### src/design/tpcd_div.sv
// Restoring unsigned divider, one quotient bit per cycle.
module tpcd_div #(
  parameter int NW = 62,
  parameter int DW = 40,
  parameter int QW = 24
) (
  input  logic          clk_i,
  input  logic          rst_ni,
  input  logic          start_i,
  input  logic [NW-1:0] dividend_i,
  input  logic [DW-1:0] divisor_i,
  output logic          done_o,
  output logic [QW-1:0] quot_o
);

  localparam int SW = DW + QW - 1;
  localparam int MW = (SW > NW) ? SW : NW;
  localparam int CW = $clog2(QW + 1);

  logic [NW-1:0] rem_q;
  logic [SW-1:0] dsh_q;
  logic [QW-1:0] quot_q;
  logic [CW-1:0] cnt_q;
  logic          busy_q;
  logic          done_q;
  logic [MW-1:0] rem_ext;
  logic [MW-1:0] dsh_ext;
  logic [MW-1:0] diff;
  logic          ge;

  assign rem_ext = MW'(rem_q);
  assign dsh_ext = MW'(dsh_q);
  assign ge      = rem_ext >= dsh_ext;
  assign diff    = rem_ext - dsh_ext;

  always_ff @(posedge clk_i or negedge rst_ni) begin
    if (!rst_ni) begin
      busy_q <= 1'b0;
      done_q <= 1'b0;
      cnt_q  <= '0;
    end else begin
      done_q <= 1'b0;
      if (start_i) begin
        busy_q <= 1'b1;
        cnt_q  <= CW'(QW);
      end else if (busy_q) begin
        cnt_q <= cnt_q - 1'b1;
        if (cnt_q == CW'(1)) begin
          busy_q <= 1'b0;
          done_q <= 1'b1;
        end
      end
    end
  end

  always_ff @(posedge clk_i) begin
    if (start_i) begin
      rem_q  <= dividend_i;
      dsh_q  <= SW'(divisor_i) << (QW - 1);
      quot_q <= '0;
    end else if (busy_q) begin
      if (ge) begin
        rem_q <= diff[NW-1:0];
      end
      dsh_q  <= dsh_q >> 1;
      quot_q <= {quot_q[QW-2:0], ge};
    end
  end

  assign done_o = done_q;
  assign quot_o = quot_q;

endmodule

### config.mk
export PLATFORM = sky130hd
export DESIGN_NAME = tpcd_div
export DESIGN_NICKNAME = d
export VERILOG_FILES = /design/src/design/tpcd_div.sv
export SDC_FILE = /design/constraint.sdc
export NUM_CORES = 1
export LEC_CHECK = 0
export ABC_AREA = 1
export BUFFER_PORTS_ARGS = -buffer_cell sky130_fd_sc_hd__buf_2
export CAP_MARGIN = 10
export CORE_ASPECT_RATIO = 0.75
export CORE_MARGIN = 5
export CORE_UTILIZATION = 35
export DETAILED_ROUTE_END_ITERATION = 8
export PLACE_DENSITY = 0.52
export SYNTH_ARGS = -nofsm -noshare
export SYNTH_HDL_FRONTEND = slang
export SYNTH_SLANG_ARGS = --single-unit
### constraint.sdc
create_clock -name clk_i -period 4.4 [get_ports clk_i]
set_clock_uncertainty 0.05 [all_clocks]
set_input_delay 0 -clock clk_i [delete_from_list [all_inputs] [get_ports clk_i]]
set_output_delay 0 -clock clk_i [all_outputs]
set_load 0.01 [all_outputs]
==> summary.md <==
| Metric | Value |
|---|---|
| Pwr dens | between 600 and 700 nW/um2 |
| Mapped Avg Cell Area | 6.50 um2 |
| Sequential-to-total area share from yosys stat | 0.354 |
| Cells after synthesis | between 1500 and 2000 |
| Worst hold path class | primary input to flip-flop |
| Vias | ~12000 |
| CP max-delay cell | nand2_2 |
| Largest net degree at the start of global routing | 60 |
| CTS tree | yes |
| Tcrit/Tclk final | 0.755 |
| Crit path cell chain | ha_1 > nand2_1 > nor2_1 > a21oi_1 > o21bai_1 > inv_1 > nand2_1 > nand2_1 > nand3_2 > nand2_1 > nand2_2 > buf_4 |
| Clock root buffer | clkbuf_16 |
| Vias per Instance | ~4.6 |
| Kind of critical path | flip-flop to flip-flop |
| Routed WL per cell | 16.2 um |
| ANT cells | 0 |
| Number of flops mapped to enable cells by yosys | roughly 100 |
| Yosys top cell area share | 0.259 |
| DRC | 0 |
| Outcome | finished clean |
| Async SR Flop Fraction | 0.0449 |
| Layout fillers | approximately 3600 |
| Setup violators final | 0 |
| GR Util All Layers | 0.217 |
| H-tree levels | 4 |
| Yosys warnings | 0 |
| Post-DP HPWL | around 33000 um |
| Die width | approximately 220 um |
| Most frequent cells in the layout | 694 x nand2_1, 385 x inv_1, 128 x buf_2, 106 x nor2_1, 105 x dlygate4sd3_1 |
| Antenna Nets Post-Route | 0 |
| Crit path DAT | 3.39 ns |
| Nature of the critical path startpoint | flip-flop |
| DIE AREA | approximately 38000 um2 |
| Yosys reg bits | roughly 160 |
| Synth Flop Type | edfxtp_1 |
| Min Tclk post-route | about 3.3 ns |
| Synth cell types | 36 |
| Fmax | roughly 0.30 GHz |
| Max incr delay on CP | between 0.4 and 0.5 ns |
| CP Data Required Time | about 4.5 ns |
| RSZ-0062 raised after global routing | false |
| Worst Hold Slack | about 0.3 ns |
| IR Drop Worst-Case VDD | 0.000334 V |
| Final net count | roughly 2200 |
| Most used cell, CP | nand2_1 |
| Synthesized area | between 10000 and 15000 um2 |
| Initial core utilization | 0.354 |
| RD Place Congestion | between 0.9 and 1 |
| Headroom to the max-slew limit | 0.511 |
| Global-route wire length before repair | between 60000 and 70000 um |
| Worst-Margin Slew | roughly 0.73 ns |
| Site Rows | 58 |
| Mapped Nets | ~2000 |
| Post-CTS Resized | 0 |
| Insertion delay of the later-clocked pin in the worst-skew pair | 0.45 ns |
| Die Ht | between 150 and 200 um |
| Clock Sink Count | approximately 160 |
| Top delay family on crit path | simple AND/OR/NAND/NOR gates |
| Max-Cap Viols | 0 |
| Dpl cell area | approximately 13000 um2 |
| Clk buf depth | 2 |
| Buf/Inv on CP | 2 |
| DR iter-0 viols | about 860 |
| Top cells by area, synth | edfxtp_1 26%, nand2_1 22%, inv_1 12% |
| I/O Pins | between 100 and 150 |
| Final Hold Fails | 0 |
| CP max FO | 23 |
| Final global-route overflow total | 0 |
| DRT Pass-1 Iters | 5 |
| Aggregate routed wire length | a little over 40000 um |
| Most common cell after layout, fill and taps aside | nand2_1 |
| Worst-path clk slew | roughly 0.07 ns |
| Post-route cell area | between 10000 and 15000 um2 |
| CTS buffer count | 17 |
| Setup TNS Final | 0 ns |
| P&R area growth vs syn | 23.6% |
| Fraction of layout cells with a size suffix above 1 | 0.112 |
| Vias in the first global route | between 10000 and 15000 |
| Leak pwr | ~7.7 nW |
| Core area | 33400 um2 |
| CP endpoint kind | flip-flop |
| # port buffers | between 100 and 150 |
| Power, Total | ~9.2 mW |
| Slew Limit Fails | 0 |
| Yosys top cell by area | edfxtp_1 |
| Initial antenna violation count | 0 |
-- area by class of cell --
type	count	area (um2)	area share
clock buffers	19	464	0.0318
clock inverters	13	131	0.00900
inverters	391	1470	0.101
multi-input cells	1238	6030	0.413
flip-flops and latches	156	4180	0.286
well taps	450	563	0.0386
repair buffers	243	1770	0.121
-- worst paths after layout --
check | start | slack [ns] | cells after the start | to
max reg2reg | rem_q[20] | 1.08 | 12 | rem_q[40]
min reg2reg | quot_o[23] | 0.41 | 2 | quot_o[23]
max | rem_q[20] | 1.08 | 12 | rem_q[40]
min in group asynchronous | rst_ni | 0.45 | 3 | cnt_q[3]
min | divisor_i[39] | 0.30 | 4 | dsh_ext[62]
max in group asynchronous | rst_ni | 3.58 | 3 | cnt_q[2]
-- repair_timing --
item / in CTS / in global routing
endpoints found under the hold margin: 110 / 0
hold buffers: 105 / 0
buffers inserted: 0 / 0
-- cell usage after synthesis, types with 8 or more instances --
| cell type | instances |
|---|---|
| nand2_2 | 16 |
| dfxtp_1 | 47 |
| o21ai_0 | 67 |
| nand2_1 | 695 |
| a21oi_1 | 50 |
| edfxtp_1 | 102 |
| ha_1 | 64 |
| nand3_1 | 81 |
| nor2_1 | 106 |
| o22ai_1 | 44 |
| buf_2 | 10 |
| nand3b_1 | 8 |
| nor2_2 | 13 |
| xnor2_1 | 19 |
| nor3_1 | 8 |
| clkbuf_1 | 20 |
| inv_1 | 387 |
| nand4_1 | 14 |
| o21ai_1 | 11 |
-- power by group --
| group | total [mW] | internal, mW | switching [mW] | leakage [nW] |
|---|---|---|---|---|
| clock | 1.51 | 0.805 | 0.707 | 0.297 |
| sequential | 2.16 | 2.04 | 0.115 | 1.54 |
| combinational | 5.53 | 1.76 | 3.77 | 5.85 |
-- tightest hold or removal path, stage by stage --
cell           delay [ns]
dlygate4sd3_1        0.52
buf_2                0.10
nand2_1              0.04
inv_1                0.04
-- routing by layer --
| layer | vias to the layer above | GRT usage | routed length (um) |
|---|---|---|---|
| met1 | 5227 | 0.336 | 21900 |
| met2 | 271 | 0.309 | 15800 |
| met5 | - | 0 | 0 |
| li1 | 6071 | - | - |
| met4 | 0 | 0.0477 | 529 |
| met3 | 29 | 0.0461 | 2300 |
-- flip-flops by register name (all words and copies together) (netlist names) --
| signal | count |
|---|---|
| cnt_q | 5 |
| quot_o | 24 |
| done_o | 1 |
| rem_q | 62 |
| dsh_ext | 63 |
| busy_q | 1 |
-- metrics by stage --
step / std cells / utilization / setup WS (ns)
after floorplan: 1817 / - / 1.05
after global placement: 2373 / 0.388 / 1.16
after detailed placement: 2373 / 0.388 / 1.10
after CTS: 2510 / 0.437 / 1.10
after global routing: 2510 / 0.437 / 0.842
final: 2510 / 0.437 / 1.08
-- logic make-up (layout without fill, tap and decap cells) --
| kind of cell | Yosys count | count (layout) | synth area share |
|---|---|---|---|
| and+or+nand+nor | 975 | 975 | 0.345 |
| AOI/OAI and AO/OA | 179 | 179 | 0.0820 |
| DFF | 156 | 156 | 0.354 |
| xor gates and xnor gates | 19 | 19 | 0.0141 |
| adders and majority gates | 65 | 65 | 0.0695 |
| buffers and inverters | 423 | 666 | 0.136 |
No activity file was read; power rests on OpenSTA's default activity.
